===== config.mk =====
export PLATFORM = sky130hd
export DESIGN_NAME = mbi_queue
export DESIGN_NICKNAME = d
export VERILOG_FILES = /design/src/sv/masked_bicubic_interpolator_assert.svh /design/src/sv/mbi_pkg.sv /design/src/sv/mbi_queue.sv
export SDC_FILE = /design/constraint.sdc
export NUM_CORES = 1
export LEC_CHECK = 0
export BUFFER_PORTS_ARGS = -buffer_cell sky130_fd_sc_hd__buf_2
export CAP_MARGIN = 20
export CORE_ASPECT_RATIO = 1.75
export CORE_MARGIN = 5
export CORE_UTILIZATION = 35
export DETAILED_ROUTE_END_ITERATION = 7
export MAX_ROUTING_LAYER = met4
export SYNTH_ARGS = -nofsm -noshare
export SYNTH_HDL_FRONTEND = slang
export SYNTH_SLANG_ARGS = --single-unit

===== constraint.sdc =====
create_clock -name clk -period 7.2 [get_ports clk]
set_input_delay 1.44 -clock clk [delete_from_list [all_inputs] [get_ports clk]]
set_output_delay 1.44 -clock clk [all_outputs]
set_load 0.02 [all_outputs]

===== src/sv/masked_bicubic_interpolator_assert.svh =====
// ----------------------------------------------------------------------------
// Masked bicubic interpolator assertion macros
// Shared concurrent assertion forms used at the top level.
// ----------------------------------------------------------------------------
`ifndef MASKED_BICUBIC_INTERPOLATOR_ASSERT_SVH
`define MASKED_BICUBIC_INTERPOLATOR_ASSERT_SVH

// same-cycle implication
`define MBI_ASSERT_IMPLY(name, ck, rn, a, b) \
    name: assert property (@(posedge ck) disable iff (!rn) (a) |-> (b)) \
        else $error("mbi assertion failed");

// next-cycle implication
`define MBI_ASSERT_NEXT(name, ck, rn, a, b) \
    name: assert property (@(posedge ck) disable iff (!rn) (a) |=> (b)) \
        else $error("mbi assertion failed");

`endif


===== src/sv/mbi_pkg.sv =====
// ----------------------------------------------------------------------------
// Masked bicubic interpolator package
// Types, constants and the Catmull-Rom weight function.
// ----------------------------------------------------------------------------
`default_nettype none

package mbi_pkg;

    localparam int MAX_WIDTH      = 256;
    localparam int MAX_HEIGHT     = 256;
    localparam int COL_BITS       = $clog2(MAX_WIDTH);
    localparam int ROW_BITS       = $clog2(MAX_HEIGHT);
    localparam int SIZE_BITS      = 9;
    localparam int BANKS          = 4;
    localparam int BANK_SEL_BITS  = 2;
    localparam int BANK_ADDR_BITS = ROW_BITS + COL_BITS - BANK_SEL_BITS;
    localparam int BANK_DEPTH     = MAX_WIDTH * MAX_HEIGHT / BANKS;
    localparam int QUEUE_DEPTH    = 2;
    localparam int QPTR_BITS      = 1;
    localparam int QCNT_BITS      = 2;

    localparam int FRAC_BITS = 16;
    localparam int WGT_BITS  = 18;
    localparam int WN_BITS   = 54;
    localparam int PROD_BITS = WGT_BITS + 16;
    localparam int RS_BITS   = PROD_BITS + 2;
    localparam int YP_BITS   = RS_BITS + WGT_BITS;
    localparam int ACC_BITS  = YP_BITS + 2;
    localparam int RES_BITS  = 24;

    localparam logic signed [WN_BITS-1:0] K32 = WN_BITS'(1) <<< 32;
    localparam logic signed [WN_BITS-1:0] K49 = WN_BITS'(1) <<< 49;
    localparam logic signed [ACC_BITS-1:0] RND24 = ACC_BITS'(1) <<< 23;
    localparam logic signed [ACC_BITS-1:0] RES_MAX = ACC_BITS'(8388607);
    localparam logic signed [ACC_BITS-1:0] RES_MIN = -ACC_BITS'(8388608);

    typedef enum logic [2:0] {
        CFG_X_ORIGIN = 3'd0,
        CFG_Y_ORIGIN = 3'd1,
        CFG_X_INV    = 3'd2,
        CFG_Y_INV    = 3'd3,
        CFG_WIDTH    = 3'd4,
        CFG_HEIGHT   = 3'd5
    } cfg_idx_t;

    localparam logic OP_WRITE = 1'b0;
    localparam logic OP_QUERY = 1'b1;

    typedef struct packed {
        logic                opcode;
        logic [7:0]          pixel_column;
        logic [7:0]          pixel_row;
        logic signed [15:0]  pixel_sample;
        logic                pixel_usable;
        logic signed [31:0]  query_x;
        logic signed [31:0]  query_y;
    } in_item_t;

    typedef struct packed {
        logic signed [23:0]  interpolated;
        logic                point_valid;
    } out_item_t;

    typedef struct packed {
        logic                  opcode;
        logic [COL_BITS-1:0]   col;
        logic [ROW_BITS-1:0]   row;
        logic signed [15:0]    sample;
        logic                  usable;
        logic                  ok;
        logic [COL_BITS-1:0]   xi;
        logic [ROW_BITS-1:0]   yi;
        logic [FRAC_BITS-1:0]  xf;
        logic [FRAC_BITS-1:0]  yf;
    } job_t;

    typedef logic signed [WGT_BITS-1:0] wgt_t;
    typedef logic [3:0][WGT_BITS-1:0] wgt_vec_t;

    typedef enum logic [1:0] {
        F_IDLE,
        F_MAP_X,
        F_MAP_Y,
        F_PUSH
    } front_state_t;

    typedef enum logic [2:0] {
        B_IDLE,
        B_SQ,
        B_CUBE,
        B_WGT,
        B_MAC,
        B_FIN,
        B_OUT
    } back_state_t;

    function automatic wgt_vec_t cr_weights(
        input logic [FRAC_BITS-1:0] f,
        input logic [2*FRAC_BITS-1:0] f2,
        input logic [3*FRAC_BITS-1:0] f3
    );
        logic signed [WN_BITS-1:0] sf;
        logic signed [WN_BITS-1:0] sf2;
        logic signed [WN_BITS-1:0] sf3;
        logic signed [WN_BITS-1:0] n0;
        logic signed [WN_BITS-1:0] n1;
        logic signed [WN_BITS-1:0] n2;
        logic signed [WN_BITS-1:0] n3;
        wgt_vec_t w;
        sf  = signed'(WN_BITS'(f));
        sf2 = signed'(WN_BITS'(f2));
        sf3 = signed'(WN_BITS'(f3));
        n0 = -(sf <<< 32) + (sf2 <<< 17) - sf3;
        n1 = K49 - (sf2 <<< 18) - (sf2 <<< 16) + (sf3 <<< 1) + sf3;
        n2 = (sf <<< 32) + (sf2 <<< 18) - (sf3 <<< 1) - sf3;
        n3 = sf3 - (sf2 <<< 16);
        w[0] = WGT_BITS'((n0 + K32) >>> 33);
        w[1] = WGT_BITS'((n1 + K32) >>> 33);
        w[2] = WGT_BITS'((n2 + K32) >>> 33);
        w[3] = WGT_BITS'((n3 + K32) >>> 33);
        return w;
    endfunction

endpackage

`default_nettype wire


===== src/sv/mbi_queue.sv =====
// ----------------------------------------------------------------------------
// Masked bicubic interpolator job queue
// Short FIFO between the front end and the back end.
// ----------------------------------------------------------------------------
`default_nettype none

module mbi_queue (
    input  wire logic                       clk,
    input  wire logic                       rst_n,
    input  wire logic                       push_valid,
    output logic                            push_ready,
    input  wire mbi_pkg::job_t              push_job,
    output logic                            pop_valid,
    input  wire logic                       pop_ready,
    output mbi_pkg::job_t                   pop_job,
    output logic [mbi_pkg::QCNT_BITS-1:0]   count
);

    mbi_pkg::job_t                    slot_reg [mbi_pkg::QUEUE_DEPTH];
    logic [mbi_pkg::QPTR_BITS-1:0]    wr_ptr_reg, rd_ptr_reg;
    logic [mbi_pkg::QCNT_BITS-1:0]    cnt_reg;
    logic                             push, pop;

    assign push_ready = (cnt_reg != mbi_pkg::QCNT_BITS'(mbi_pkg::QUEUE_DEPTH));
    assign pop_valid  = (cnt_reg != '0);
    assign push       = push_valid && push_ready;
    assign pop        = pop_valid && pop_ready;
    assign pop_job    = slot_reg[rd_ptr_reg];
    assign count      = cnt_reg;

    always_ff @(posedge clk or negedge rst_n)
    begin
        if (!rst_n)
        begin
            wr_ptr_reg <= '0;
            rd_ptr_reg <= '0;
            cnt_reg    <= '0;
        end
        else
        begin
            if (push)
                wr_ptr_reg <= wr_ptr_reg + 1'b1;
            if (pop)
                rd_ptr_reg <= rd_ptr_reg + 1'b1;
            if (push && !pop)
                cnt_reg <= cnt_reg + 1'b1;
            else if (pop && !push)
                cnt_reg <= cnt_reg - 1'b1;
        end
    end

    always_ff @(posedge clk)
    begin
        if (push)
            slot_reg[wr_ptr_reg] <= push_job;
    end

endmodule

`default_nettype wire


After elaboration in Yosys (flattened, before gate mapping)

Memory sizes are Yosys's and may differ from the RTL's.
Index checks and enable logic that the tools add are counted.

Add/sub/neg operators: 4
Reduce and logical (&&, ||, !) cells: 8
Multiplexer cells: 4
Equal/unequal tests: 1

Operator list:

| operator                                                           | count |
|---|---|
| 1-bit logical AND                                                  | 4 |
| 2-bit 2-to-1 mux                                                   | 2 |
| 2-bit nonzero test                                                 | 2 |
| 1-bit adder, second input constant                                 | 2 |
| 2-bit by 1-bit adder with 2-bit output, second input constant      | 1 |
| 1-bit zero test                                                    | 2 |
| 1-bit 2-to-1 mux                                                   | 2 |
| 2-bit != test, second input constant                               | 1 |
| 2-bit by 1-bit subtractor with 2-bit output, second input constant | 1 |

Flip-flop bits (word level): 4
Memory bits (writable): 166
Logic and storage cells: 21
Output and inout bits: 87
Memories: 1
Input bits: 87

Memory list:

| memory   | depth | width | read ports | clocked after memory_dff | write ports | RTL line        | text |
|---|---|---|---|---|---|---|---|
| slot_reg | 2     | 83    | 1          | 0                        | 1           | mbi_queue.sv:19 | `mbi_pkg::job_t slot_reg [mbi_pkg::QUEUE_DEPTH];` |

Longest topological paths before layout

Depth after elaboration: 6
Gate-level depth with buffers: 7
Mapped depth without buffers: 7

Worst setup path after synthesis

OpenSTA, ideal clock, no wires.

Path kind: input port to flip-flop
Start: input push_valid
End: memory slot_reg[0][0] (netlist bit) (enable)
Path buffers: 0
Setup slack: 1.678 ns
Data required time: 6.675 ns
Data arrival time: 4.997 ns
Library setup time: 0.525 ns
Stages on the path: 2
Cell sequence: nand2_1 > nor2_1

Cells in the longest elaborated chain, start to end: 3

Ends and longest elaborated chain:

| element                                | RTL line        | text |
|---|---|---|
| start: declaration                     | mbi_queue.sv:10 | `input wire logic push_valid,` |
| 1-bit logical AND                      | mbi_queue.sv:26 | `assign push = push_valid && push_ready;` |
| 1-bit 2-to-1 mux                       | mbi_queue.sv:54 | `if (push)` |
| 1-bit 2-to-1 mux (implied by the code) | mbi_queue.sv:55 | `slot_reg[wr_ptr_reg] <= push_job;` |
| end: declaration                       | mbi_queue.sv:19 |  |

Every way passes these cells.

==> metrics.md <==
| Metric | Value |
|---|---|
| Required time of the critical path | `5.76 ns` |
| Critical path class | `reg -> out` |
| Rows | `65` |
| Detailed-route wire length per cell | `17.6 um` |
| Async set or reset register ratio after synthesis | `0.0235` |
| Via count | `3125` |
| Ratio of cells with drive above 1 in the final layout | `0.613` |
| Post-Route WL | `12600 um` |
| Chip width | `112 um` |
| Hold slack | `0.518 ns` |
| Number of iterations in the first detailed-routing pass | `4` |
| Total track usage | `0.125` |
| Cts bufs inserted | `17` |
| Area Overhead vs Synth | `27.3%` |
| Worst reg2reg startpoint | `count[0]$_DFFE_PN0P_` |
| Buffers added on ports | `173` |
| Final ANT Viol Nets | `0` |
| HP Class | `reg -> reg` |
| Hold depth | `1` |
| First-pass GRT wire length | `19100 um` |
| Ports | `174` |
| Cts repair resizes | `0` |
| FMAX | `0.244 GHz` |
| Crit start category | `register` |
| Max FO, Critical Path | `51` |
| Top-count cell post-synth | `edfxtp_1` |
| Minimum clock period | `4.09 ns` |
| Syn avg cell area | `23.3 um2` |
| # DRC | `0` |
| Fill cells | `1634` |
| R2r endpoint | `slot_reg[0][36]$_DFFE_PP_` |
| Final hold vios | `0` |
| CP peak stage delay | `1.01 ns` |
| CTS Sinks | `170` |
| WP buf/inv | `2` |
| GRT overflow | `0` |
| CP delay by family, top | `flip-flops` |
| Status | `finished, final reports clean` |
| H-tree depth | `4` |
| Clk Latency, worst-skew pair | `0.42 ns` |
| Peak supply drop | `502 uV` |
| Number of synthesized flops with an enable pin | `166` |
| CTS tree | `done` |
| Hold Startpoint | `count[1]$_DFFE_PN0P_` |
| Core area | `18100 um2` |
| Slowest cell on the critical path | `dfrtp_4` |
| Most frequent cells after synthesis | `edfxtp_1, mux2_4, mux2_2` |
| Setup ws final | `3.11 ns` |
| Post-Synthesis Cells | `276` |
| Chip Height | `189 um` |
| Hold_buf cts | `0` |
| Via density per instance | `4.37` |
| Die area | `21300 um2` |
| Slew Viols, Final | `0` |
| Pwr Density | `441 nW/um2` |
| Top cells by area, synth | `edfxtp_1, mux2_4, mux2_2, dfrtp_1, buf_6` |
| Critical path endpoint category | `primary output` |
| Largest net degree at the start of global routing | `56` |
| PnR Total Power | `3610 uW` |
| Worst endpoint data arrival time | `2.65 ns` |
| Cell taking the most area after synthesis | `edfxtp_1` |
| Synth warnings | `0` |
| CP cell instances | `buf_4 -> mux2_2 -> buf_2` |
| Fin nets | `550` |
| Leak Pwr | `0.00322 uW` |
| Flop-to-flop setup slack | `4.64 ns` |
| Worst Skew | `0.0119 ns` |
| Worst-Margin Slew | `0.885 ns` |
| Max reg flops | `166` |
| RSZ-0062 raised after global routing | `no` |
| # setup viols final | `0` |
| Initial antenna violation count | `6` |
| Routability Congestion | `0.680` |
| Clock root buffer | `clkbuf_16` |
| Area share of the largest cell type after synthesis | `0.776` |
| Relative slew slack | `0.410` |
| Placed cell area | `7540 um2` |
| Syn_nets | `364` |
| Initial DRC count | `86` |
| Clock slew at reported path FFs | `0.06 ns` |
| Ys flop type | `edfxtp_1` |
| Max Root-Sink Buffers | `2` |
| Dpl ws | `3.50 ns` |
| Synthesized area | `6430 um2` |
| Reg2reg path depth | `4` |
| # Post-CTS Setup Buffers | `0` |
| Starting Density | `0.356` |
| Hold Path Sink | `count[1]$_DFFE_PN0P_` |
| Max-cap violations | `0` |
| Design Area, Final | `8180 um2` |
| Register area share after synthesis | `0.791` |
| Netlist cell types | `15` |
| Fin crit share | `0.568` |
| Seq cells post-synth | `170` |
| Vias in the first global route | `3528` |
| DP HPWL | `8610 um` |
| Setup_tns | `0 ns` |
## per-stage QoR
stage,cells,utilization
finish,715,0.453
global route,715,0.453
CTS,709,0.452
detailed placement,677,0.417
global placement,677,0.417
floorplan,276,-
## worst max path at each step
stage	startpoint	end	slack [ns]	cells past startpoint
finish	rd_ptr_reg$_DFFE_PN0P_	pop_job[55]	3.11	3
CTS	rd_ptr_reg$_DFFE_PN0P_	pop_job[55]	3.03	3
floorplan	push_valid	slot_reg[0][0]$_DFFE_PP_	1.68	2
global placement	rd_ptr_reg$_DFFE_PN0P_	pop_job[56]	3.52	3
global route	rd_ptr_reg$_DFFE_PN0P_	pop_job[55]	2.95	3
detailed placement	rd_ptr_reg$_DFFE_PN0P_	pop_job[55]	3.50	3
## metal layers
layer,global-route usage,up-vias,wire length [um]
li1,-,1471,-
met1,0.112,1546,4240
met2,0.230,96,7280
met3,0.0461,12,829
met4,0.0569,0,204
met5,-,-,0
## power by group
group	internal, uW	switching (uW)	total [uW]
combinational	509	634	1140
sequential	1360	129	1490
clock	613	365	978
## cell families (layout without fill, tap and decap cells)
| kind of cell | Yosys count | in the layout | synth area share |
|---|---|---|---|
| xor gates and xnor gates | 5 | 5 | 0.00681 |
| adders and majority gates | 1 | 1 | 0.00195 |
| buffers and inverters | 10 | 209 | 0.0144 |
| DFF | 170 | 170 | 0.791 |
| muxes | 83 | 83 | 0.180 |
| other | 0 | 6 | 0 |
| and+or+nand+nor | 7 | 7 | 0.00526 |
## layout make-up
cell class                      count  area (um2)  share of cell area
Clock buffer                       19         433              0.0529
Sequential cell                   170        5090               0.622
Inverter                            1        3.75            0.000459
Antenna cell                        6        15.0             0.00183
Multi-Input combinational cell     96        1260               0.154
Timing Repair Buffer              176         888               0.109
Clock inverter                     13         200              0.0245
Tap cell                          234         293              0.0358
## cells in the final DEF (no fill, tap or decap)
| cell | Yosys | routed |
|---|---|---|
| clkinv_1 | 0 | 2 |
| nor2_4 | 0 | 1 |
| nor2_1 | 2 | 1 |
| or2_2 | 1 | 1 |
| buf_2 | 2 | 173 |
| xor2_1 | 2 | 2 |
| mux2_2 | 23 | 23 |
| and3_4 | 0 | 1 |
| edfxtp_1 | 166 | 166 |
| diode_2 | 0 | 6 |
| ha_1 | 1 | 1 |
| clkbuf_1 | 0 | 2 |
| buf_4 | 0 | 3 |
| nand2_1 | 2 | 2 |
| mux2_4 | 60 | 60 |
| nand2b_1 | 1 | 1 |
| dfrtp_4 | 0 | 1 |
| dfrtp_1 | 4 | 3 |
| clkinvlp_4 | 0 | 2 |
| clkbuf_16 | 0 | 17 |
| inv_1 | 1 | 1 |
| xnor2_1 | 3 | 3 |
| bufinv_16 | 0 | 5 |
| clkinv_4 | 0 | 2 |
| clkinv_2 | 0 | 2 |
## worst register-to-register path: cells and delay by family, from the launching register on
kind                   cells  cell delay, ns
flip-flops                 1            0.42
buffers and inverters      1            0.74
AND/OR/NAND/NOR            3            0.99
Note: power is estimated with default switching activity, not from simulation.
