$ cat config.mk
export PLATFORM = sky130hd
export DESIGN_NAME = mbi_front
export DESIGN_NICKNAME = d
export VERILOG_FILES = /design/src/sv/masked_bicubic_interpolator_assert.svh /design/src/sv/mbi_pkg.sv /design/src/sv/mbi_front.sv
export SDC_FILE = /design/constraint.sdc
export NUM_CORES = 2
export LEC_CHECK = 0
export BUFFER_PORTS_ARGS = -buffer_cell sky130_fd_sc_hd__buf_4
export CORE_ASPECT_RATIO = 1.2
export CORE_MARGIN = 3
export CORE_UTILIZATION = 57
export CTS_CLUSTER_DIAMETER = 150
export CTS_CLUSTER_SIZE = 25
export DETAILED_ROUTE_END_ITERATION = 12
export GPL_TIMING_DRIVEN = 0
export PLACE_DENSITY = 0.75
export SLEW_MARGIN = 20
export SYNTH_ARGS = -nofsm -noshare
export SYNTH_HDL_FRONTEND = slang
export SYNTH_SLANG_ARGS = --single-unit
$ cat constraint.sdc
create_clock -name clk -period 21.7 [get_ports clk]
set_clock_uncertainty 0.1 [all_clocks]
set_input_delay 1.085 -clock clk [delete_from_list [all_inputs] [get_ports clk]]
set_output_delay 1.085 -clock clk [all_outputs]
set_load 0.02 [all_outputs]
$ cat src/sv/masked_bicubic_interpolator_assert.svh
// ----------------------------------------------------------------------------
// Masked bicubic interpolator assertion macros
// Shared concurrent assertion forms used at the top level.
// ----------------------------------------------------------------------------
`ifndef MASKED_BICUBIC_INTERPOLATOR_ASSERT_SVH
`define MASKED_BICUBIC_INTERPOLATOR_ASSERT_SVH

// same-cycle implication
`define MBI_ASSERT_IMPLY(name, ck, rn, a, b) \
    name: assert property (@(posedge ck) disable iff (!rn) (a) |-> (b)) \
        else $error("mbi assertion failed");

// next-cycle implication
`define MBI_ASSERT_NEXT(name, ck, rn, a, b) \
    name: assert property (@(posedge ck) disable iff (!rn) (a) |=> (b)) \
        else $error("mbi assertion failed");

`endif

$ cat src/sv/mbi_pkg.sv
// ----------------------------------------------------------------------------
// Masked bicubic interpolator package
// Types, constants and the Catmull-Rom weight function.
// ----------------------------------------------------------------------------
`default_nettype none

package mbi_pkg;

    localparam int MAX_WIDTH      = 256;
    localparam int MAX_HEIGHT     = 256;
    localparam int COL_BITS       = $clog2(MAX_WIDTH);
    localparam int ROW_BITS       = $clog2(MAX_HEIGHT);
    localparam int SIZE_BITS      = 9;
    localparam int BANKS          = 4;
    localparam int BANK_SEL_BITS  = 2;
    localparam int BANK_ADDR_BITS = ROW_BITS + COL_BITS - BANK_SEL_BITS;
    localparam int BANK_DEPTH     = MAX_WIDTH * MAX_HEIGHT / BANKS;
    localparam int QUEUE_DEPTH    = 2;
    localparam int QPTR_BITS      = 1;
    localparam int QCNT_BITS      = 2;

    localparam int FRAC_BITS = 16;
    localparam int WGT_BITS  = 18;
    localparam int WN_BITS   = 54;
    localparam int PROD_BITS = WGT_BITS + 16;
    localparam int RS_BITS   = PROD_BITS + 2;
    localparam int YP_BITS   = RS_BITS + WGT_BITS;
    localparam int ACC_BITS  = YP_BITS + 2;
    localparam int RES_BITS  = 24;

    localparam logic signed [WN_BITS-1:0] K32 = WN_BITS'(1) <<< 32;
    localparam logic signed [WN_BITS-1:0] K49 = WN_BITS'(1) <<< 49;
    localparam logic signed [ACC_BITS-1:0] RND24 = ACC_BITS'(1) <<< 23;
    localparam logic signed [ACC_BITS-1:0] RES_MAX = ACC_BITS'(8388607);
    localparam logic signed [ACC_BITS-1:0] RES_MIN = -ACC_BITS'(8388608);

    typedef enum logic [2:0] {
        CFG_X_ORIGIN = 3'd0,
        CFG_Y_ORIGIN = 3'd1,
        CFG_X_INV    = 3'd2,
        CFG_Y_INV    = 3'd3,
        CFG_WIDTH    = 3'd4,
        CFG_HEIGHT   = 3'd5
    } cfg_idx_t;

    localparam logic OP_WRITE = 1'b0;
    localparam logic OP_QUERY = 1'b1;

    typedef struct packed {
        logic                opcode;
        logic [7:0]          pixel_column;
        logic [7:0]          pixel_row;
        logic signed [15:0]  pixel_sample;
        logic                pixel_usable;
        logic signed [31:0]  query_x;
        logic signed [31:0]  query_y;
    } in_item_t;

    typedef struct packed {
        logic signed [23:0]  interpolated;
        logic                point_valid;
    } out_item_t;

    typedef struct packed {
        logic                  opcode;
        logic [COL_BITS-1:0]   col;
        logic [ROW_BITS-1:0]   row;
        logic signed [15:0]    sample;
        logic                  usable;
        logic                  ok;
        logic [COL_BITS-1:0]   xi;
        logic [ROW_BITS-1:0]   yi;
        logic [FRAC_BITS-1:0]  xf;
        logic [FRAC_BITS-1:0]  yf;
    } job_t;

    typedef logic signed [WGT_BITS-1:0] wgt_t;
    typedef logic [3:0][WGT_BITS-1:0] wgt_vec_t;

    typedef enum logic [1:0] {
        F_IDLE,
        F_MAP_X,
        F_MAP_Y,
        F_PUSH
    } front_state_t;

    typedef enum logic [2:0] {
        B_IDLE,
        B_SQ,
        B_CUBE,
        B_WGT,
        B_MAC,
        B_FIN,
        B_OUT
    } back_state_t;

    function automatic wgt_vec_t cr_weights(
        input logic [FRAC_BITS-1:0] f,
        input logic [2*FRAC_BITS-1:0] f2,
        input logic [3*FRAC_BITS-1:0] f3
    );
        logic signed [WN_BITS-1:0] sf;
        logic signed [WN_BITS-1:0] sf2;
        logic signed [WN_BITS-1:0] sf3;
        logic signed [WN_BITS-1:0] n0;
        logic signed [WN_BITS-1:0] n1;
        logic signed [WN_BITS-1:0] n2;
        logic signed [WN_BITS-1:0] n3;
        wgt_vec_t w;
        sf  = signed'(WN_BITS'(f));
        sf2 = signed'(WN_BITS'(f2));
        sf3 = signed'(WN_BITS'(f3));
        n0 = -(sf <<< 32) + (sf2 <<< 17) - sf3;
        n1 = K49 - (sf2 <<< 18) - (sf2 <<< 16) + (sf3 <<< 1) + sf3;
        n2 = (sf <<< 32) + (sf2 <<< 18) - (sf3 <<< 1) - sf3;
        n3 = sf3 - (sf2 <<< 16);
        w[0] = WGT_BITS'((n0 + K32) >>> 33);
        w[1] = WGT_BITS'((n1 + K32) >>> 33);
        w[2] = WGT_BITS'((n2 + K32) >>> 33);
        w[3] = WGT_BITS'((n3 + K32) >>> 33);
        return w;
    endfunction

endpackage

`default_nettype wire

$ cat src/sv/mbi_front.sv
// ----------------------------------------------------------------------------
// Masked bicubic interpolator front end
// Holds the configuration, accepts transactions and maps queries to the grid.
// ----------------------------------------------------------------------------
`default_nettype none

module mbi_front (
    input  wire logic             clk,
    input  wire logic             rst_n,
    input  wire logic             in_valid,
    output logic                  in_ready,
    input  wire mbi_pkg::in_item_t in_item,
    input  wire logic             cfg_valid,
    output logic                  cfg_ready,
    input  wire logic [2:0]       cfg_index,
    input  wire logic [31:0]      cfg_data,
    output logic                  job_valid,
    input  wire logic             job_ready,
    output mbi_pkg::job_t         job
);

    mbi_pkg::front_state_t state_reg, state_next;
    mbi_pkg::in_item_t     item_reg;

    logic signed [31:0]                 x_org_reg, y_org_reg;
    logic [31:0]                        x_inv_reg, y_inv_reg;
    logic [mbi_pkg::SIZE_BITS-1:0]      wid_reg, hgt_reg;
    logic [32:0]                        dx_reg, dy_reg;
    logic [mbi_pkg::COL_BITS-1:0]       xi_reg;
    logic [mbi_pkg::ROW_BITS-1:0]       yi_reg;
    logic [mbi_pkg::FRAC_BITS-1:0]      xf_reg, yf_reg;
    logic                               xok_reg, yok_reg;

    logic [32:0]                        mul_d;
    logic [31:0]                        mul_b;
    logic [63:0]                        prod;
    logic [mbi_pkg::SIZE_BITS-1:0]      size_eff;
    logic                               axis_ok;

    assign cfg_ready = 1'b1;

    always_ff @(posedge clk or negedge rst_n)
    begin
        if (!rst_n)
        begin
            x_org_reg <= '0;
            y_org_reg <= '0;
            x_inv_reg <= 32'd65536;
            y_inv_reg <= 32'd65536;
            wid_reg   <= mbi_pkg::SIZE_BITS'(256);
            hgt_reg   <= mbi_pkg::SIZE_BITS'(256);
        end
        else if (cfg_valid && cfg_ready)
        begin
            case (mbi_pkg::cfg_idx_t'(cfg_index))
                mbi_pkg::CFG_X_ORIGIN: x_org_reg <= signed'(cfg_data);
                mbi_pkg::CFG_Y_ORIGIN: y_org_reg <= signed'(cfg_data);
                mbi_pkg::CFG_X_INV:    x_inv_reg <= cfg_data;
                mbi_pkg::CFG_Y_INV:    y_inv_reg <= cfg_data;
                mbi_pkg::CFG_WIDTH:    wid_reg   <= cfg_data[mbi_pkg::SIZE_BITS-1:0];
                mbi_pkg::CFG_HEIGHT:   hgt_reg   <= cfg_data[mbi_pkg::SIZE_BITS-1:0];
                default: ;
            endcase
        end
    end

    // shared 32x32 multiplier, x axis then y axis
    always_comb
    begin
        if (state_reg == mbi_pkg::F_MAP_Y)
        begin
            mul_d    = dy_reg;
            mul_b    = y_inv_reg;
            size_eff = (hgt_reg > mbi_pkg::SIZE_BITS'(mbi_pkg::MAX_HEIGHT)) ?
                       mbi_pkg::SIZE_BITS'(mbi_pkg::MAX_HEIGHT) : hgt_reg;
        end
        else
        begin
            mul_d    = dx_reg;
            mul_b    = x_inv_reg;
            size_eff = (wid_reg > mbi_pkg::SIZE_BITS'(mbi_pkg::MAX_WIDTH)) ?
                       mbi_pkg::SIZE_BITS'(mbi_pkg::MAX_WIDTH) : wid_reg;
        end
        prod    = 64'(mul_d[31:0]) * 64'(mul_b);
        axis_ok = !mul_d[32] && (prod[63:32] != 32'd0) &&
                  ({1'b0, prod[63:32]} + 33'd3 <= 33'(size_eff));
    end

    always_ff @(posedge clk or negedge rst_n)
    begin
        if (!rst_n)
            state_reg <= mbi_pkg::F_IDLE;
        else
            state_reg <= state_next;
    end

    always_comb
    begin
        state_next = state_reg;
        in_ready   = 1'b0;
        job_valid  = 1'b0;
        case (state_reg)
            mbi_pkg::F_IDLE:
            begin
                in_ready = 1'b1;
                if (in_valid)
                    state_next = (in_item.opcode == mbi_pkg::OP_QUERY) ?
                                 mbi_pkg::F_MAP_X : mbi_pkg::F_PUSH;
            end
            mbi_pkg::F_MAP_X: state_next = mbi_pkg::F_MAP_Y;
            mbi_pkg::F_MAP_Y: state_next = mbi_pkg::F_PUSH;
            mbi_pkg::F_PUSH:
            begin
                job_valid = 1'b1;
                if (job_ready)
                    state_next = mbi_pkg::F_IDLE;
            end
            default: state_next = mbi_pkg::F_IDLE;
        endcase
    end

    always_ff @(posedge clk)
    begin
        if (state_reg == mbi_pkg::F_IDLE && in_valid)
        begin
            item_reg <= in_item;
            dx_reg   <= {in_item.query_x[31], in_item.query_x} - {x_org_reg[31], x_org_reg};
            dy_reg   <= {in_item.query_y[31], in_item.query_y} - {y_org_reg[31], y_org_reg};
        end
        if (state_reg == mbi_pkg::F_MAP_X)
        begin
            xi_reg  <= prod[32 +: mbi_pkg::COL_BITS];
            xf_reg  <= prod[31:16];
            xok_reg <= axis_ok;
        end
        if (state_reg == mbi_pkg::F_MAP_Y)
        begin
            yi_reg  <= prod[32 +: mbi_pkg::ROW_BITS];
            yf_reg  <= prod[31:16];
            yok_reg <= axis_ok;
        end
    end

    always_comb
    begin
        job.opcode = item_reg.opcode;
        job.col    = item_reg.pixel_column[mbi_pkg::COL_BITS-1:0];
        job.row    = item_reg.pixel_row[mbi_pkg::ROW_BITS-1:0];
        job.sample = item_reg.pixel_sample;
        job.usable = item_reg.pixel_usable;
        job.ok     = xok_reg && yok_reg;
        job.xi     = xi_reg;
        job.yi     = yi_reg;
        job.xf     = xf_reg;
        job.yf     = yf_reg;
    end

endmodule

`default_nettype wire

; ---- Yosys cells after proc, flatten, opt, wreduce, memory -nomap -nowiden
; Cells that the tools add are included.
[totals]
ff_bits = 298
in_bits = 138
elab_cells = 63
[op_classes]
n_addsub = 3
mul = 1
order_cmp = 3
n_eq_ne = 10
n_mux = 11
reduce_logical = 15
[op_table]
columns = cell, n
row1 = subtractor 32 x 32 -> 33 bit, 2
row2 = multiplier 32 x 32 -> 64 bit, 1
row3 = "adder 32 x 2 -> 33 bit, second input constant", 1
row4 = <= comparator 33 x 9 -> 1 bit, 1
row5 = 2-to-1 mux 33 bit, 1
row6 = 2-to-1 mux 32 bit, 1
row7 = nonzero test 32 bit, 1
row8 = 2-to-1 mux 9 bit, 3
row9 = "greater-than comparator 9 bit, second input constant", 2
row10 = AND reduction 2 bit, 7
row11 = one-hot mux 2 bit (4 select lines), 1
row12 = "== test 3 x 2 -> 1 bit, second input constant", 2
row13 = "== test 3 bit, second input constant", 2
row14 = 2-to-1 mux 2 bit, 3
row15 = "== test 2 bit, second input constant", 2
row16 = logical AND 1 bit, 4
row17 = "!= test 2 bit, second input constant", 2
row18 = "== test 3 x 1 -> 1 bit, second input constant", 1
row19 = zero test 3 bit, 1
row20 = "== test 2 x 1 -> 1 bit, second input constant", 1
row21 = zero test 2 bit, 1
row22 = 2-to-1 mux 1 bit, 2
row23 = zero test 1 bit, 1

; ---- Logic depth before layout (Yosys ltp)
[depth]
depth_word = 6
depth_mapped = 50
ltp_nobuf = 44

; ---- Least setup slack after synthesis
; OpenSTA, ideal clock, no wires.
[synth_timing]
path_type = reg-to-reg
startpoint = reg state_reg[0]
endpoint = reg xok_reg, data pin
setup_time_ps = 167
t_arrival_ps = 11894
slack_ps = 9539
path_stages_with_launch = 46
n_path_buf = 5
path_cell_list = dfrtp_1 inv_1 ha_1 buf_6 clkbuf_1 clkbuf_1 mux2i_1 clkbuf_1 nor2_1 fa_1 inv_1 fa_1 fa_1 fa_1 inv_1 fa_1 fa_1 fa_1 [10 not listed] a41o_1 ha_1 inv_1 ha_1 nor2b_1 o21a_1 o21a_1 o21a_1 o21a_1 o21a_1 o21a_1 o21ai_0 a21oi_1 a2111oi_0 nand3_1 or4_1 or3_1 a211oi_2
[synth_between]
elab_chain_cells = 6
word_cells_on_any_way = 11
[synth_rtl]
columns = item, line_no
row1 = start: declaration, mbi_front.sv:22  ; mbi_pkg::front_state_t state_reg, state_next;
row2 = start signal: assignment, mbi_front.sv:92  ; state_reg <= mbi_pkg::F_IDLE;
row3 = start signal: assignment, mbi_front.sv:94  ; state_reg <= state_next;
row4 = == test 2 bit *, mbi_front.sv:70  ; if (state_reg == mbi_pkg::F_MAP_Y)
row5 = 2-to-1 mux 33 bit or 2-to-1 mux 32 bit (tied branches), mbi_front.sv:70
row6 = multiplier 32 x 32 -> 64 bit, mbi_front.sv:84  ; prod = 64'(mul_d[31:0]) * 64'(mul_b);
row7 = adder 32 x 2 -> 33 bit or nonzero test 32 bit (tied branches), "mbi_front.sv:86, mbi_front.sv:85"
row8 = <= comparator 33 x 9 -> 1 bit or logical AND 1 bit (tied branches), "mbi_front.sv:86, mbi_front.sv:85"
row9 = logical AND 1 bit *, mbi_front.sv:85  ; axis_ok = !mul_d[32] && (prod[63:32] != 32'd0) &&
row10 = net axis_ok, mbi_front.sv:38  ; logic axis_ok;
row11 = end signal: assignment, mbi_front.sv:134  ; xok_reg <= axis_ok;
row12 = end: declaration, mbi_front.sv:32  ; logic xok_reg, yok_reg;
; Mark *: on every way through the listed nets, which the timed path passes. The rest lies on a longest branch.
; A chain may end at the register's enable or synchronous reset.

; ---- Worst setup path after layout
[layout_timing]
startpoint = reg state_reg[0]
endpoint = reg yok_reg, data pin
[layout_between]
elab_chain_cells = 6
word_cells_on_any_way = 11
[layout_rtl]
columns = item, line_no
row1 = == test 2 bit *, mbi_front.sv:70
row2 = 2-to-1 mux 33 bit or 2-to-1 mux 32 bit (tied branches), mbi_front.sv:70
row3 = multiplier 32 x 32 -> 64 bit, mbi_front.sv:84
row4 = adder 32 x 2 -> 33 bit or nonzero test 32 bit (tied branches), "mbi_front.sv:86, mbi_front.sv:85"
row5 = <= comparator 33 x 9 -> 1 bit or logical AND 1 bit (tied branches), "mbi_front.sv:86, mbi_front.sv:85"
row6 = logical AND 1 bit *, mbi_front.sv:85
row7 = net axis_ok, mbi_front.sv:38
row8 = end signal: assignment, mbi_front.sv:140  ; yok_reg <= axis_ok;
row9 = end: declaration, mbi_front.sv:32
; Marks and branches as above.

==> results.md <==
* Least-Margin Pin Slew at 1.30 ns
* Slew HR at 0.109
* Final Hold Viols at 0
* GRT Residual Overflow at 0
* Asr flop ratio synth at 0.497
* Vias per inst at 6.04
* Routability cong. at 1.10
* Final ANT Viol Nets at 0
* Rows at 115
* Top FF cell, synth: edfxtp_1
* Largest net degree at the start of global routing at 92
* Overall Global Routing Usage at 0.421
* Commonest non-fill, non-tap cell in the layout: inv_1
* I/O Pins at 224
* Number of antenna violations at the first check in global routing at 9
* Hpwl dp at 149000 um
* Slowest library cell on the worst path: mux2i_1
* Via count at 38800
* Detailed Route WL at 181000 um
* Layout Utilization at 0.625
* Final-report setup violation count at 0
* Die footprint at 86800 um^2
* Worst Setup End Kind: register
* Max Cap Viol at 0
* Clock period minus worst slack at 15.60 ns
* Drt initial violations at 3819
* Post-synth EDFFs at 150
* Layout cells sized above 1 at 0.0926
* First-pass GRT wire length at 262000 um
* Top Usage Layer GRT: met2
* Worst endpoint data arrival time at 15.85 ns
* Worst Setup SP: state_reg[0]
* Fin nets at 6669
* Post-DR wirelength/cell at 28.1 um
* CTS tree: built
* Residual DRC at 0
* Reg2reg start: state_reg[0]
* Hold Buf Count CTS at 0
* RR Endpoint: yok_reg
* Synth Cell Area at 47500 um^2
* Num CTS Buffers at 16
* Worst-case clock buffer depth at 3
* Die H at 322 um
* Req. time, crit path at 21.95 ns
* Slew Limit Fails at 0
* Worst skew pair latency at 0.57 ns
* Met1 Track Usage GR at 0.494
* Crit-path most repeated cell: fa_1
* TNS Setup at 0 ns
* Routing usage on met3 at 0.116
* H-tree depth at 1
* Most frequent cells in the layout: inv_1 (1004), fa_1 (897), nor2_1 (787)
* Clock sink count at 298
* Worst R2R Setup Slack at 6.10 ns
* Die width at 269 um
* Core area at 82300 um^2
* Syn Area/Cell at 9.42 um^2
* Status: finished clean
* Starting density of the core at 0.577
* Maximum clock rate at 64.1 MHz
* Max FFs per register at 34
* Synthesized flop and latch total at 298
* Sequential share of the synthesized area at 0.173
* Area growth from synthesis to layout at 8.32%
* Setup repair bufs after CTS at 0
* Crit Path Max Fanout at 26
* Mapped Nets at 6416
* Largest stage delay on the critical path at 1.05 ns
* Drt first pass iters at 6
* Mapped Cells at 5042
* Yosys cell types at 98
* Unrepaired setup endpoints after global routing: no
* Period utilization at 0.719
* YS warnings at 0
* Tightest Hold Check Type: in -> async
* Setup CP Type: reg -> reg
* IO Port Bufs at 221
* Clock Tree Root: clkbuf_16
* Post-CTS sizing at 0
* Vias in the first global route at 40200
* Met2 usage at 0.656
* Setup crit start kind: register
* Clk pin slew, worst setup/hold paths at 0.10 ns
* Cell count of the worst reg-to-reg path at 45
Yosys cell counts, types with 12 or more instances:
cell	instances	area, um^2
inv_1	1004	3770
fa_1	897	18000
nor2_1	787	2950
nand2_1	529	1990
ha_1	339	4240
clkbuf_1	176	661
edfxtp_1	150	4500
dfrtp_1	144	3600
mux2_2	143	1610
o21ai_0	134	671
a21oi_1	107	536
mux2i_1	67	671
xnor2_1	62	543
a21o_1	53	398
nand3_1	35	175
nor3_1	32	160
nand4_1	27	169
xor2_1	23	201
o21a_1	22	165
and3_1	19	119
nor2b_1	17	106
o211ai_1	17	128
a31oi_1	14	87.6
and2_1	12	75.1
buf_2	12	60.1
nand2b_1	12	75.1
cell type report:
cell class | count | area [um^2]
tap | 1111 | 1390
buffer | 204 | 812
antenna | 7 | 17.5
sequential | 298 | 8210
fill | 7210 | 30900
multi-input combinational | 3536 | 34900
clock inverter | 3 | 45.0
clock buffer | 24 | 430
inverter | 1004 | 3770
timing repair buffer | 235 | 1870
kinds of logic after synthesis:
group | share of synthesized area
AOI/OAI and AO/OA | 0.0635
xor gates and xnor gates | 0.0160
and+or+nand+nor | 0.135
DFF | 0.173
muxes | 0.0487
buffers and inverters | 0.0963
adders and majority gates | 0.467
other | 0.0000790
worst max-delay path: cells and delay by family (launching register included):
family / cells / cell delay, ns
mux: 1 / 1.05
fa+ha+maj: 12 / 5.86
simple gates: 6 / 1.58
buf+inv: 11 / 3.21
flops: 1 / 0.43
xor+xnor: 1 / 0.17
compound gates: 14 / 2.97
per-stage QoR:
stage / std cells / cell area [um^2] / worst slack (ns) / hold slack [ns]
after floorplan: 5042 / 47500 / 9.54 / 0.380
after global placement: 6374 / 50500 / 5.81 / 0.389
after detailed placement: 6388 / 50900 / 6.16 / 0.395
after CTS: 6415 / 51400 / 6.10 / 0.352
after global routing: 6416 / 51400 / 5.64 / 0.376
final: 6422 / 51400 / 6.10 / 0.360
worst max-delay path by stage:
stage	cells past startpoint	end	slack, ns
after floorplan	45	xok_reg	9.54
after global placement	43	xok_reg	5.81
after detailed placement	43	xok_reg	6.16
after CTS	43	yok_reg	6.10
after global routing	43	yok_reg	5.64
final	45	yok_reg	6.10
layer usage:
metal / vias up / share of wire
li1: 16100 / -
met1: 19400 / 0.34
met2: 2443 / 0.44
met3: 792 / 0.11
met4: 6 / 0.11
met5: - / 0.00018
Power is not shown: default switching activity piles up to over one toggle a cycle in this logic, so the estimate is an artifact.
